--- src/hdl/niu_pkg.sv ---
// ----------------------------------------------------------------------------
// niu_pkg
// shared constants and types of the newton interpolation unit
// ----------------------------------------------------------------------------
`default_nettype none
package niu_pkg;
    localparam int MAX_POINTS = 8;
    localparam int FRAC_BITS  = 16;
    localparam int IDX_W      = $clog2(MAX_POINTS);
    localparam int CNT_W      = 4;
    localparam logic [CNT_W-1:0] NUM_POINTS_RESET = CNT_W'(6);
    localparam logic REQ_LOAD = 1'b0;
    localparam logic REQ_EVAL = 1'b1;

    // datapath operations
    localparam logic [2:0] OP_NONE  = 3'd0;
    localparam logic [2:0] OP_LOAD  = 3'd1;
    localparam logic [2:0] OP_DIVST = 3'd2;
    localparam logic [2:0] OP_DIVWB = 3'd3;
    localparam logic [2:0] OP_HINIT = 3'd4;
    localparam logic [2:0] OP_HSUB  = 3'd5;
    localparam logic [2:0] OP_HMUL  = 3'd6;
    localparam logic [2:0] OP_HADD  = 3'd7;

    typedef struct packed {
        logic [2:0]       op;
        logic [IDX_W-1:0] idx_a;   // coeff/node index i
        logic [IDX_W-1:0] idx_b;   // index i-j for node
        logic             div_step;
    } cmd_t;

    typedef struct packed {
        logic div_busy;
    } stat_t;
endpackage
`default_nettype wire

--- src/hdl/niu_if.sv ---
// ----------------------------------------------------------------------------
// niu_req_if / niu_rsp_if / niu_cfg_if
// valid/ready channels of the newton interpolation unit
// ----------------------------------------------------------------------------
`default_nettype none
interface niu_req_if;
    logic        valid;
    logic        ready;
    logic        req_type;
    logic signed [31:0] node_position;
    logic signed [31:0] sample_value;
    logic signed [31:0] query_point;
    modport source (output valid, req_type, node_position, sample_value, query_point,
                    input ready);
    modport sink (input valid, req_type, node_position, sample_value, query_point,
                  output ready);
    modport monitor (input valid, ready, req_type, node_position, sample_value,
                     query_point);
endinterface

interface niu_rsp_if;
    logic        valid;
    logic        ready;
    logic signed [31:0] poly_value;
    logic        error_flag;
    modport source (output valid, poly_value, error_flag, input ready);
    modport sink (input valid, poly_value, error_flag, output ready);
    modport monitor (input valid, ready, poly_value, error_flag);
endinterface

interface niu_cfg_if;
    logic       valid;
    logic       ready;
    logic [3:0] data;
    modport source (output valid, data, input ready);
    modport sink (input valid, data, output ready);
    modport monitor (input valid, ready, data);
endinterface
`default_nettype wire

--- src/hdl/niu_datapath.sv ---
// ----------------------------------------------------------------------------
// niu_datapath
// node and coefficient stores, bit-serial divider, horner multiply-add
// ----------------------------------------------------------------------------
`default_nettype none
module niu_datapath (
    input  wire logic                  clk,
    input  wire logic                  rst_n,
    input  wire niu_pkg::cmd_t         cmd,
    input  wire logic signed [31:0]    node_in,
    input  wire logic signed [31:0]    sample_in,
    input  wire logic signed [31:0]    query_in,
    output niu_pkg::stat_t             stat,
    output logic signed [31:0]         result,
    output logic                       ovf_flag,
    output logic                       bad_flag
);
    localparam int QW = 32 + niu_pkg::FRAC_BITS + 2;

    logic signed [31:0] node_mem [niu_pkg::MAX_POINTS];
    logic signed [31:0] coeff_mem [niu_pkg::MAX_POINTS];

    logic signed [31:0] acc_reg, acc_next;
    logic signed [31:0] diff_reg, diff_next;
    logic signed [31:0] qry_reg;
    logic signed [63:0] prod_reg;
    logic ovf_reg, ovf_next;
    logic bad_reg, bad_next;

    logic [QW-1:0] rem_reg, rem_next;
    logic [QW-1:0] quo_reg, quo_next;
    logic [32:0]   den_reg, den_next;
    logic          neg_reg, neg_next;
    logic [6:0]    cnt_reg, cnt_next;

    logic signed [32:0] dnode, dcoef;
    logic [32:0] mag_num, mag_den;
    logic [QW-1:0] trial;
    logic [QW-1:0] qsat;
    logic signed [33:0] qs;
    logic signed [32:0] hsub;
    logic [63:0] pmag;
    logic signed [33:0] hsum;

    always_comb
    begin
        dnode   = 33'(node_mem[cmd.idx_a]) - 33'(node_mem[cmd.idx_b]);
        dcoef   = 33'(coeff_mem[cmd.idx_a])
                  - 33'(coeff_mem[cmd.idx_a - niu_pkg::IDX_W'(1)]);
        mag_num = dcoef[32] ? 33'(-dcoef) : 33'(dcoef);
        mag_den = dnode[32] ? 33'(-dnode) : 33'(dnode);
        trial   = {rem_reg[QW-2:0], quo_reg[QW-1]};
        qsat    = (quo_reg > (QW'(1) << 32)) ? (QW'(1) << 32) : quo_reg;
        qs      = neg_reg ? -34'(qsat) : 34'(qsat);
        hsub    = 33'(qry_reg) - 33'(node_mem[cmd.idx_a]);
        pmag    = prod_reg[63] ? 64'(-prod_reg) : 64'(prod_reg);
        pmag    = pmag >> niu_pkg::FRAC_BITS;
        hsum    = 34'(prod_reg[63] ? -$signed({1'b0, pmag}) : $signed({1'b0, pmag}))
                  + 34'(coeff_mem[cmd.idx_a]);
    end

    always_comb
    begin
        acc_next  = acc_reg;
        diff_next = diff_reg;
        ovf_next  = ovf_reg;
        bad_next  = bad_reg;
        rem_next  = rem_reg;
        quo_next  = quo_reg;
        den_next  = den_reg;
        neg_next  = neg_reg;
        cnt_next  = cnt_reg;
        if (cnt_reg != 7'd0)
        begin
            if (trial >= QW'(den_reg))
            begin
                rem_next = trial - QW'(den_reg);
                quo_next = {quo_reg[QW-2:0], 1'b1};
            end
            else
            begin
                rem_next = trial;
                quo_next = {quo_reg[QW-2:0], 1'b0};
            end
            cnt_next = cnt_reg - 7'd1;
        end
        case (cmd.op)
            niu_pkg::OP_LOAD:
            begin
                if (cmd.div_step)
                    bad_next = 1'b0;
            end
            niu_pkg::OP_DIVST:
            begin
                rem_next = '0;
                quo_next = QW'(mag_num) << niu_pkg::FRAC_BITS;
                den_next = mag_den;
                neg_next = dcoef[32] != dnode[32];
                cnt_next = 7'(QW);
            end
            niu_pkg::OP_HINIT:
            begin
                acc_next = coeff_mem[cmd.idx_a];
                ovf_next = 1'b0;
            end
            niu_pkg::OP_HSUB:
            begin
                if (hsub > 33'sd2147483647)
                begin
                    diff_next = 32'sh7fffffff;
                    ovf_next = 1'b1;
                end
                else if (hsub < -33'sd2147483648)
                begin
                    diff_next = 32'sh80000000;
                    ovf_next = 1'b1;
                end
                else
                    diff_next = 32'(hsub);
            end
            niu_pkg::OP_HADD:
            begin
                if (pmag > 64'hffffffff && !prod_reg[63])
                begin
                    acc_next = 32'sh7fffffff;
                    ovf_next = 1'b1;
                end
                else if (prod_reg[63] && pmag > 64'h80000000 + 64'h7fffffff)
                begin
                    acc_next = 32'sh80000000;
                    ovf_next = 1'b1;
                end
                else if (hsum > 34'sd2147483647)
                begin
                    acc_next = 32'sh7fffffff;
                    ovf_next = 1'b1;
                end
                else if (hsum < -34'sd2147483648)
                begin
                    acc_next = 32'sh80000000;
                    ovf_next = 1'b1;
                end
                else
                    acc_next = 32'(hsum);
            end
            default:
            begin
            end
        endcase
        if (cmd.op == niu_pkg::OP_DIVWB)
        begin
            if (den_reg == 33'd0 || qs > 34'sd2147483647 || qs < -34'sd2147483648)
                bad_next = 1'b1;
        end
    end

    always_ff @(posedge clk or negedge rst_n)
    begin
        if (!rst_n)
        begin
            cnt_reg <= '0;
            bad_reg <= 1'b0;
            ovf_reg <= 1'b0;
        end
        else
        begin
            cnt_reg <= cnt_next;
            bad_reg <= bad_next;
            ovf_reg <= ovf_next;
        end
    end

    always_ff @(posedge clk)
    begin
        acc_reg  <= acc_next;
        diff_reg <= diff_next;
        rem_reg  <= rem_next;
        quo_reg  <= quo_next;
        den_reg  <= den_next;
        neg_reg  <= neg_next;
        if (cmd.op == niu_pkg::OP_HINIT)
            qry_reg <= query_in;
        if (cmd.op == niu_pkg::OP_HMUL)
            prod_reg <= 64'(acc_reg) * 64'(diff_reg);
        if (cmd.op == niu_pkg::OP_LOAD)
        begin
            node_mem[cmd.idx_a]  <= node_in;
            coeff_mem[cmd.idx_a] <= sample_in;
        end
        if (cmd.op == niu_pkg::OP_DIVWB)
        begin
            if (den_reg == 33'd0)
                coeff_mem[cmd.idx_a] <= '0;
            else if (qs > 34'sd2147483647)
                coeff_mem[cmd.idx_a] <= 32'sh7fffffff;
            else if (qs < -34'sd2147483648)
                coeff_mem[cmd.idx_a] <= 32'sh80000000;
            else
                coeff_mem[cmd.idx_a] <= 32'(qs);
        end
    end

    assign stat.div_busy = cnt_reg != 7'd0;
    assign result   = acc_reg;
    assign ovf_flag = ovf_reg;
    assign bad_flag = bad_reg;
endmodule
`default_nettype wire

--- src/hdl/niu_control.sv ---
// ----------------------------------------------------------------------------
// niu_control
// sequencer for load, coefficient build and horner evaluation
// ----------------------------------------------------------------------------
`default_nettype none
module niu_control (
    input  wire logic                           clk,
    input  wire logic                           rst_n,
    input  wire logic                           req_valid,
    output logic                                req_ready,
    input  wire logic                           req_type,
    input  wire logic                           cfg_valid,
    input  wire logic [niu_pkg::CNT_W-1:0]      cfg_data,
    output logic                                rsp_valid,
    input  wire logic                           rsp_ready,
    output logic                                rsp_zero,
    output niu_pkg::cmd_t                       cmd,
    input  wire niu_pkg::stat_t                 stat
);
    localparam logic [2:0] S_IDLE  = 3'd0;
    localparam logic [2:0] S_DIVST = 3'd1;
    localparam logic [2:0] S_DIVWT = 3'd2;
    localparam logic [2:0] S_HSUB  = 3'd3;
    localparam logic [2:0] S_HMUL  = 3'd4;
    localparam logic [2:0] S_HADD  = 3'd5;
    localparam logic [2:0] S_RESP  = 3'd6;

    localparam int IW = niu_pkg::IDX_W;

    logic [2:0] state_reg, state_next;
    logic [niu_pkg::CNT_W-1:0] np_reg, np_next;
    logic [niu_pkg::CNT_W-1:0] cnt_reg, cnt_next;
    logic ready_flag_reg, ready_flag_next;
    logic [IW-1:0] i_reg, i_next;
    logic [IW-1:0] j_reg, j_next;
    logic zero_reg, zero_next;
    logic [niu_pkg::CNT_W-1:0] n_eff;
    logic [IW-1:0] nm1;
    logic [niu_pkg::CNT_W-1:0] lc;
    logic accept;

    always_comb
    begin
        if (np_reg < niu_pkg::CNT_W'(2))
            n_eff = niu_pkg::CNT_W'(2);
        else if (np_reg > niu_pkg::CNT_W'(niu_pkg::MAX_POINTS))
            n_eff = niu_pkg::CNT_W'(niu_pkg::MAX_POINTS);
        else
            n_eff = np_reg;
        nm1 = IW'(n_eff - niu_pkg::CNT_W'(1));
        lc  = (cnt_reg >= n_eff) ? '0 : cnt_reg;
    end

    assign req_ready = state_reg == S_IDLE;
    assign accept    = req_valid && req_ready;
    assign rsp_valid = state_reg == S_RESP;
    assign rsp_zero  = zero_reg;

    always_comb
    begin
        state_next      = state_reg;
        np_next         = np_reg;
        cnt_next        = cnt_reg;
        ready_flag_next = ready_flag_reg;
        i_next          = i_reg;
        j_next          = j_reg;
        zero_next       = zero_reg;
        cmd             = '0;
        cmd.idx_a       = i_reg;
        cmd.idx_b       = IW'(i_reg - j_reg);
        case (state_reg)
            S_IDLE:
            begin
                if (cfg_valid)
                begin
                    np_next = cfg_data;
                    cnt_next = '0;
                    ready_flag_next = 1'b0;
                end
                else if (accept && req_type == niu_pkg::REQ_LOAD)
                begin
                    cmd.op = niu_pkg::OP_LOAD;
                    cmd.idx_a = IW'(lc);
                    cmd.div_step = lc == '0;
                    if (lc == '0)
                        ready_flag_next = 1'b0;
                    if (lc + niu_pkg::CNT_W'(1) >= n_eff)
                    begin
                        cnt_next = '0;
                        j_next = IW'(1);
                        i_next = nm1;
                        state_next = S_DIVST;
                    end
                    else
                        cnt_next = lc + niu_pkg::CNT_W'(1);
                end
                else if (accept)
                begin
                    if (!ready_flag_reg)
                    begin
                        zero_next = 1'b1;
                        state_next = S_RESP;
                    end
                    else
                    begin
                        zero_next = 1'b0;
                        cmd.op = niu_pkg::OP_HINIT;
                        cmd.idx_a = nm1;
                        i_next = nm1 - IW'(1);
                        state_next = S_HSUB;
                    end
                end
            end
            S_DIVST:
            begin
                cmd.op = niu_pkg::OP_DIVST;
                state_next = S_DIVWT;
            end
            S_DIVWT:
            begin
                if (!stat.div_busy)
                begin
                    cmd.op = niu_pkg::OP_DIVWB;
                    if (i_reg > j_reg)
                    begin
                        i_next = i_reg - IW'(1);
                        state_next = S_DIVST;
                    end
                    else if (j_reg < nm1)
                    begin
                        j_next = j_reg + IW'(1);
                        i_next = nm1;
                        state_next = S_DIVST;
                    end
                    else
                    begin
                        ready_flag_next = 1'b1;
                        state_next = S_IDLE;
                    end
                end
            end
            S_HSUB:
            begin
                cmd.op = niu_pkg::OP_HSUB;
                state_next = S_HMUL;
            end
            S_HMUL:
            begin
                cmd.op = niu_pkg::OP_HMUL;
                state_next = S_HADD;
            end
            S_HADD:
            begin
                cmd.op = niu_pkg::OP_HADD;
                if (i_reg == '0)
                    state_next = S_RESP;
                else
                begin
                    i_next = i_reg - IW'(1);
                    state_next = S_HSUB;
                end
            end
            S_RESP:
            begin
                if (rsp_ready)
                    state_next = S_IDLE;
            end
            default:
            begin
                state_next = S_IDLE;
            end
        endcase
    end

    always_ff @(posedge clk or negedge rst_n)
    begin
        if (!rst_n)
        begin
            state_reg      <= S_IDLE;
            np_reg         <= niu_pkg::NUM_POINTS_RESET;
            cnt_reg        <= '0;
            ready_flag_reg <= 1'b0;
            i_reg          <= '0;
            j_reg          <= '0;
            zero_reg       <= 1'b0;
        end
        else
        begin
            state_reg      <= state_next;
            np_reg         <= np_next;
            cnt_reg        <= cnt_next;
            ready_flag_reg <= ready_flag_next;
            i_reg          <= i_next;
            j_reg          <= j_next;
            zero_reg       <= zero_next;
        end
    end
endmodule
`default_nettype wire

--- src/hdl/newton_interpolation_unit.sv ---
// ----------------------------------------------------------------------------
// newton_interpolation_unit
// newton divided-difference interpolation in signed q16.16
// ----------------------------------------------------------------------------
// One item at a time. The load that completes a set then builds the
// coefficients with n*(n-1)/2 divisions through a shared bit-serial divider.
// An evaluate runs n-1 horner steps (subtract, multiply, add), then waits in
// the output register until the result beat is taken. Configuration writes are
// taken while idle and no request is valid.
`default_nettype none
module newton_interpolation_unit (
    input  wire logic  clk,
    input  wire logic  rst_n,
    niu_req_if.sink    req,
    niu_rsp_if.source  rsp,
    niu_cfg_if.sink    cfg
);
    niu_pkg::cmd_t  cmd;
    niu_pkg::stat_t stat;
    logic signed [31:0] result;
    logic ovf_flag, bad_flag, rsp_zero;

    assign cfg.ready = req.ready && !req.valid;

    niu_control u_ctrl (
        .clk       (clk),
        .rst_n     (rst_n),
        .req_valid (req.valid),
        .req_ready (req.ready),
        .req_type  (req.req_type),
        .cfg_valid (cfg.valid && cfg.ready),
        .cfg_data  (cfg.data),
        .rsp_valid (rsp.valid),
        .rsp_ready (rsp.ready),
        .rsp_zero  (rsp_zero),
        .cmd       (cmd),
        .stat      (stat)
    );

    niu_datapath u_dp (
        .clk       (clk),
        .rst_n     (rst_n),
        .cmd       (cmd),
        .node_in   (req.node_position),
        .sample_in (req.sample_value),
        .query_in  (req.query_point),
        .stat      (stat),
        .result    (result),
        .ovf_flag  (ovf_flag),
        .bad_flag  (bad_flag)
    );

    assign rsp.poly_value = rsp_zero ? 32'sd0 : result;
    assign rsp.error_flag = rsp_zero | ovf_flag | bad_flag;
endmodule
`default_nettype wire
--- src/flat_wrapper.sv ---
// flat-port wrapper written by rule: the top's interface ports become plain ports
module newton_interpolation_unit_flat 
  (clk, rst_n, req_valid, req_req_type, req_node_position, req_sample_value, req_query_point, req_ready, rsp_valid, rsp_poly_value, rsp_error_flag, rsp_ready, cfg_valid, cfg_data, cfg_ready);
  niu_req_if req_i ();
  niu_rsp_if rsp_i ();
  niu_cfg_if cfg_i ();
  input  wire logic clk;
  input  wire logic rst_n;
  input wire logic [$bits(req_i.valid)-1:0] req_valid;
  input wire logic [$bits(req_i.req_type)-1:0] req_req_type;
  input wire logic [$bits(req_i.node_position)-1:0] req_node_position;
  input wire logic [$bits(req_i.sample_value)-1:0] req_sample_value;
  input wire logic [$bits(req_i.query_point)-1:0] req_query_point;
  output wire logic [$bits(req_i.ready)-1:0] req_ready;
  output wire logic [$bits(rsp_i.valid)-1:0] rsp_valid;
  output wire logic [$bits(rsp_i.poly_value)-1:0] rsp_poly_value;
  output wire logic [$bits(rsp_i.error_flag)-1:0] rsp_error_flag;
  input wire logic [$bits(rsp_i.ready)-1:0] rsp_ready;
  input wire logic [$bits(cfg_i.valid)-1:0] cfg_valid;
  input wire logic [$bits(cfg_i.data)-1:0] cfg_data;
  output wire logic [$bits(cfg_i.ready)-1:0] cfg_ready;
  assign req_i.valid = req_valid;
  assign req_i.req_type = req_req_type;
  assign req_i.node_position = req_node_position;
  assign req_i.sample_value = req_sample_value;
  assign req_i.query_point = req_query_point;
  assign req_ready = req_i.ready;
  assign rsp_valid = rsp_i.valid;
  assign rsp_poly_value = rsp_i.poly_value;
  assign rsp_error_flag = rsp_i.error_flag;
  assign rsp_i.ready = rsp_ready;
  assign cfg_i.valid = cfg_valid;
  assign cfg_i.data = cfg_data;
  assign cfg_ready = cfg_i.ready;
  newton_interpolation_unit u_core (.clk(clk), .rst_n(rst_n), .req(req_i), .rsp(rsp_i), .cfg(cfg_i));
endmodule
--- config.mk ---
export PLATFORM = sky130hd
export DESIGN_NAME = newton_interpolation_unit_flat
export DESIGN_NICKNAME = d
export VERILOG_FILES = /design/src/hdl/niu_pkg.sv /design/src/hdl/niu_if.sv /design/src/hdl/niu_datapath.sv /design/src/hdl/niu_control.sv /design/src/hdl/newton_interpolation_unit.sv /design/src/flat_wrapper.sv
export SDC_FILE = /design/constraint.sdc
export NUM_CORES = 2
export LEC_CHECK = 0
export BUFFER_PORTS_ARGS = -buffer_cell sky130_fd_sc_hd__buf_2
export CAP_MARGIN = 10
export CELL_PAD_IN_SITES_DETAIL_PLACEMENT = 0
export CELL_PAD_IN_SITES_GLOBAL_PLACEMENT = 1
export CORE_MARGIN = 8
export CORE_UTILIZATION = 56
export CTS_CLUSTER_DIAMETER = 30
export DETAILED_ROUTE_END_ITERATION = 10
export PLACE_DENSITY = 0.95
export SLEW_MARGIN = 20
export SYNTH_ARGS = -nofsm -noshare
export SYNTH_HDL_FRONTEND = slang
export SYNTH_SLANG_ARGS = --single-unit
--- constraint.sdc ---
create_clock -name clk -period 15.5 [get_ports clk]
set_clock_uncertainty 0.1 [all_clocks]
set_input_delay 1.55 -clock clk [delete_from_list [all_inputs] [get_ports clk]]
set_output_delay 1.55 -clock clk [all_outputs]
set_load 0.005 [all_outputs]
; ---- Word level (Yosys, flattened, before mapping)
; Memory sizes are Yosys's and may differ from the RTL's.
; Index checks and enable logic that the tools add are counted.
[classes]
bitwise = 9
n_addsub = 18
mux = 104
order_cmp = 15
reduce_logical = 29
mul = 1
n_eq_ne = 31
[op_table]
columns = operator, n
row1 = $mux 32, 11
row2 = $mux 49, 3
row3 = $mux 34, 3
row4 = $sub 32x32->33, 3
row5 = $mux 3, 23
row6 = $gt 34x32->1 const B, 2
row7 = $lt 34x32->1 const B, 2
row8 = $neg 34->34, 2
row9 = $neg 33->33, 2
row10 = $mul 32x32->64, 1
row11 = $mux 64, 1
row12 = $neg 64->64, 1
row13 = $pmux 32 s2, 1
row14 = $ge 50x33->1, 1
row15 = $gt 50x33->1 const B, 1
row16 = $sub 49x33->49, 1
row17 = $gt 48x32->1 const B, 1
row18 = $mux 1, 42
row19 = $add 34x32->34, 1
row20 = $gt 33x32->1 const B, 1
row21 = $logic_not 33->1, 1
row22 = $lt 33x32->1 const B, 1
row23 = $mux 33, 1
row24 = $mux 4, 6
row25 = other kinds (44), 95
[word_totals]
inputBits = 106
wordCells = 229
ram_bits = 512
mem_count = 2
regBits = 321
[memory_table]
columns = memory, depth, width, rd, rd_clocked_by_memory_dff, write_ports, line_no
row1 = u_core.u_dp.coeff_mem, 8, 32, 2, 0, 1, niu_datapath.sv:21  ; logic signed [31:0] coeff_mem [niu_pkg::MAX_POINTS];
row2 = u_core.u_dp.node_mem, 8, 32, 2, 0, 1, niu_datapath.sv:20  ; logic signed [31:0] node_mem [niu_pkg::MAX_POINTS];

; ---- Depth between registers and ports, before layout
; An unclocked memory read counts as a cell.
[logic_depth]
depth_word = 17
depth_mapped = 37
ltp_nobuf = 32

; ---- By module
; From an unflattened synthesis, not the netlist that was laid out.
[unflattened]
hier_cells = 8217
area_unflattened_um2 = 84038.1
[by_module_without_submodules]
columns = mod, cells_each, instances, area_each_um2
row1 = niu_datapath, 7966, 1, 81991.1
row2 = niu_control, 213, 1, 1808.0
row3 = newton_interpolation_unit, 38, 1, 239.0

; ---- Worst setup path after synthesis
; OpenSTA, ideal clock, no wires.
[synth_timing]
kind = input port to flip-flop
startpoint = input port req_valid
endpoint = register u_core.u_dp.quo_reg[48] (data pin)
n_path_buf = 7
path_slack_ns = 6.590
setup_ns = 0.152
required_time_ns = 15.248
path_stages = 29
t_arrival_ns = 8.657
cell_sequence = and2_1 > o21ai_0 > o2bb2ai_1 > a21o_1 > clkbuf_1 > inv_1 > clkbuf_1 > clkbuf_1 > clkbuf_1 > buf_1 > ha_1 > clkbuf_1 > clkbuf_1 > mux4_2 > mux2i_1 > fa_1 > a21o_1 > a21oi_1 > o211ai_1 > a31oi_1 > o31ai_1 > xor2_1 > nor4_1 > or3b_2 > nor4_1 > nor3b_1 > nand3_1 > or4_1 > o21ai_0
[synth_via]
elab_chain_len = 11
[synth_rtl]
columns = element, line_no
row1 = "start, declared", flat_wrapper.sv:9  ; input wire logic [$bits(req_i.valid)-1:0] req_valid;
row2 = $logic_and 1x1->1 / $logic_not 1->1 (equally long branches), "niu_control.sv:55, newton_interpolation_unit.sv:23"
row3 = "$mux 6, or another cell as far along", niu_control.sv:97  ; else if (accept)
row4 = $mux 6 / $logic_and 1x1->1 (equally long branches), "niu_control.sv:80, newton_interpolation_unit.sv:31"
row5 = $mux 6 *, niu_control.sv:74  ; if (cfg_valid)
row6 = $mux 3, niu_control.sv:71  ; case (state_reg)
row7 = $sub 3x1->3, niu_datapath.sv:49  ; - 33'(coeff_mem[cmd.idx_a - niu_pkg::IDX_W'(1)]);
row8 = $mem_v2 8x32, --
row9 = $sub 32x32->33, niu_datapath.sv:49
row10 = $neg 33->33, niu_datapath.sv:50  ; mag_num = dcoef[32] ? 33'(-dcoef) : 33'(dcoef);
row11 = $mux 33, niu_datapath.sv:50
row12 = $mux 49 *, niu_datapath.sv:87  ; case (cmd.op)
row13 = via u_core.u_dp.quo_next[48], niu_datapath.sv:31  ; logic [QW-1:0] quo_reg, quo_next;
row14 = "end signal, assigned", niu_datapath.sv:178  ; quo_reg <= quo_next;
row15 = "end, declared", niu_datapath.sv:31
; The timed path passes the listed nets; every way through them passes the cells marked *.
; A chain may end at the register's enable or synchronous reset.

; ---- Final worst setup path
[layout_timing]
startpoint = register u_core.u_ctrl.np_reg[3] in the netlist's numbering
endpoint = register u_core.u_dp.quo_reg[48] (data pin)
[layout_via]
elab_chain_len = 15
[layout_rtl]
columns = element, line_no
row1 = "start, declared", niu_control.sv:31  ; logic [niu_pkg::CNT_W-1:0] np_reg, np_next;
row2 = "start signal, assigned", niu_control.sv:180  ; np_reg <= niu_pkg::NUM_POINTS_RESET;
row3 = "start signal, assigned", niu_control.sv:190  ; np_reg <= np_next;
row4 = $gt 4x4->1, niu_control.sv:46  ; else if (np_reg > niu_pkg::CNT_W'(niu_pkg::MAX_POINTS))
row5 = $mux 4, niu_control.sv:46
row6 = $mux 4 *, niu_control.sv:44  ; if (np_reg < niu_pkg::CNT_W'(2))
row7 = $sub 3x1->3, niu_control.sv:50  ; nm1 = IW'(n_eff - niu_pkg::CNT_W'(1));
row8 = $mux 6, niu_control.sv:99  ; if (!ready_flag_reg)
row9 = $mux 6, niu_control.sv:97
row10 = $mux 6 *, niu_control.sv:80  ; else if (accept && req_type == niu_pkg::REQ_LOAD)
row11 = $mux 6 *, niu_control.sv:74
row12 = $mux 3 *, niu_control.sv:71
row13 = $sub 3x1->3, niu_datapath.sv:49
row14 = $mem_v2 8x32 *, --
row15 = $sub 32x32->33 *, niu_datapath.sv:49
row16 = $neg 33->33, niu_datapath.sv:50
row17 = $mux 33 *, niu_datapath.sv:50
row18 = $mux 49 *, niu_datapath.sv:87
row19 = via u_core.u_dp.quo_next[48], niu_datapath.sv:31
; Marks and branches as above.

==> flow_summary_export.csv <==
group,metric,value,unit
clocking,cts.clk_slew.worst_paths,0.05,ns
synth,synth.distinct_cells,94,
worst_setup_path,crit_family,"simple AND/OR/NAND/NOR gates",
synth,synth-edff-count,739,
layout,nets,10064,
worst_setup_path,worst-r2r-cell-count,29,
sta,rsz0062_at_grt,"no",
synth,ys_ff_latch,833,
synth,async_flop_share,0.0336,
synth,synth_top_area_cell,"edfxtp_1",
worst_setup_path,r2r-end,"u_core.u_dp.quo_reg[48]",
routing,vias,65030,
clocking,postCtsSetupBuffers,0,
global_routing,use_met1,0.358,
sta,drv_slew,0,
sta,whs,0.396,ns
sta,period_minus_slack,10.60,ns
clocking,cts_buffer_depth,3,
global_routing,grt_use_total,0.295,
global_routing,grt_pass1_wl,381000,µm
layout,nFillCells,11809,
global_routing,use_met3,0.0719,
routing,drtIter0Drc,6426,
synth,syn_avg_cell_area,10.0,µm²
global_routing,antenna_found_initial,15,
sta,max_freq,94.3,MHz
routing,ant_nets,0,
routing,post_drt_via_cell_ratio,6.09,
global_routing,grt_max_degree,97,
worst_setup_path,max_stage_delay,1.12,ns
synth,synth_area,84800,µm²
floorplanning,die_h,405,µm
sta,finalHoldViolations,0,
global_routing,grt_use_met2,0.490,
worst_setup_path,cp-start-kind,"register",
worst_setup_path,crit_type,"register to register",
sta,fin_tns_setup,0,ns
routing,drt-total-wl,243000,µm
layout,drive_gt1_frac,0.0963,
clocking,cts_tree,"done",
worst_setup_path,r2r-start,"u_core.u_ctrl.np_reg[3]",
worst_setup_path,reg2reg_setup_slack,4.90,ns
worst_setup_path,critPathArrivalTime,11.10,ns
floorplanning,die_w,405,µm
run,maxCapViolations,0,
synth,yosys-top-cells-area,"edfxtp_1 26%, fa_1 26%, inv_1 6.0%, nand2_1 6.0%, ha_1 5.4%",
clocking,cts_sinks,833,
routing,firstDrtPassIters,6,
clocking,cts_hold_buffers,0,
sta,worst-slew-pin-transition,1.08,ns
floorplanning,fp-row-count,143,
worst_setup_path,crit_slowest_cell,"ha_2",
global_routing,grt_busiest_layer,"met2",
min_path,worstHoldStart,"u_core.u_dp.rem_reg[1]",
status,status,"completed",
synth,ys.flop_type,"edfxtp_1",
synth,seq_area_frac_synth,0.285,
clocking,cts_resized,0,
synth,postSynthCellCount,8478,
worst_setup_path,worstPathRequired,16.00,ns
global_routing,grt_overflow,0,
sta,finalCritPeriodShare,0.684,
worst_setup_path,cp_common_cell,"inv_1",
floorplanning,dieArea,164000,µm²
routing,wl_per_cell,22.7,µm
placed_design,dpl.hpwl,178000,µm
sta,finalSetupViolCount,0,
floorplanning,initial_utilization,0.561,
min_path,holdPathStages,2,
synth,yosys_warnings,0,
floorplanning,io_pins,142,
min_path,min_to,"u_core.u_dp.rem_reg[1]",
clocking,htree_levels,4,
worst_setup_path,end_kind,"register",
placed_design,gp_congestion,0.964,
global_routing,grt_pass1_vias,68563,
clocking,clkLatencyLatePin,0.78,ns
worst_setup_path,path_max_fanout,36,
worst_setup_path,cp.buffers_inverters,6,
clocking,cts_root_buffer,"clkbuf_16",
sta,slew_headroom,0.273,
layout,area_growth,10.2,%
synth,synth_top_area_share,0.262,
min_path,hold_path.class,"register to register",
clocking,cts_buffers,161,
synth,mappedNetlistNets,10040,
placed_design,numPortBuffers,141,
floorplanning,coreArea,151000,µm²
routing,drc,0,
[worst max-delay path by stage]
stage	from	endpoint	slack (ns)	depth (start not counted)
global route	u_core.u_ctrl.np_reg[3]	u_core.u_dp.quo_reg[48]	4.18	29
detailed placement	req_valid	u_core.u_dp.quo_reg[48]	4.75	26
global placement	req_valid	u_core.u_dp.result[2]	4.78	24
finish	u_core.u_ctrl.np_reg[3]	u_core.u_dp.quo_reg[48]	4.90	29
floorplan	req_valid	u_core.u_dp.quo_reg[48]	6.59	29
CTS	u_core.u_ctrl.np_reg[3]	u_core.u_dp.quo_reg[48]	5.10	29
[cell type report]
class	instances	area, µm²	share of cell area
tap	2030	2540	0.0272
multi-input combinational	5868	54200	0.580
clock inverter	120	1470	0.0157
timing repair buffer	282	1780	0.0191
antenna	6	15.0	0.000161
inverter	1356	5100	0.0546
sequential	833	24200	0.259
clock buffer	181	4180	0.0447
[synth_stat cells (42+ instances only)]
master and n:
nor4_1 43, o21a_1 42, a21oi_1 335, dfxtp_1 66, nor2_1 310, o21ai_0 283, inv_1 1354, xnor2_1 233
fa_1 1088, mux4_2 153, nand3_1 124, xor2_1 119, nor3_1 113, a31oi_1 54, mux2i_1 83, and2_1 250
a211oi_1 52, nand2_1 1348, nand2b_1 68, a21o_1 136, ha_1 368, edfxtp_1 739, nor2b_1 78, clkbuf_1 374
[routing by layer]
layer  wire length (µm)  up-vias
li1                   -    28141
met5                 77        -
met1              88100    32487
met3              24000      867
met2             116000     3523
met4              14300       12
[cell usage in the layout, fill, tap and decap left out, drive strengths merged, types with 39 or more instances in the layout]
cell	count
a211oi	52
a21o	136
a21oi	335
a31oi	54
and2	250
buf	282
clkbuf	181
clkinv	51
dfxtp	66
edfxtp	739
fa	1088
ha	368
inv	1385
mux2i	83
mux4	153
nand2	1348
nand2b	68
nand3	124
nor2	311
nor2b	78
nor3	113
nor4	44
o211ai	39
o21a	42
o21ai	284
or3	41
xnor2	234
xor2	119
[stage by stage]
| step | cell area [µm²] | utilization | cells | setup slack, ns |
|---|---|---|---|---|
| floorplan | 84800 | - | 8478 | 6.59 |
| global placement | 87800 | 0.581 | 10368 | 4.78 |
| detailed placement | 87800 | 0.581 | 10369 | 4.75 |
| CTS | 93500 | 0.618 | 10670 | 5.10 |
| global route | 93500 | 0.618 | 10671 | 4.18 |
| finish | 93500 | 0.618 | 10676 | 4.90 |
[worst reg2reg max path: cells and delay by family (launching register included)]
family,cells,cell delay (ns)
xor gates and xnor gates,1,0.18
DFF,1,0.44
AOI/OAI and AO/OA,9,2.47
adders and majority gates,4,2.00
and+or+nand+nor,7,3.05
muxes,2,0.46
buffers and inverters,6,1.78
[cells by family (layout without fill, tap and decap cells)]
logic type / after synthesis / count (layout) / share of synthesized area
AND/OR/NAND/NOR: 2527 / 2527 / 0.136
buffers and inverters: 1777 / 1939 / 0.0789
adder cells (fa/ha/maj): 1464 / 1464 / 0.312
AO/OA/AOI/OAI: 1272 / 1272 / 0.0984
flip-flops: 833 / 833 / 0.285
XOR/XNOR: 353 / 353 / 0.0365
multiplexers: 252 / 252 / 0.0525
other: 0 / 6 / 0
Power is not shown: default switching activity piles up to over one toggle a cycle in this logic, so the estimate is an artifact.
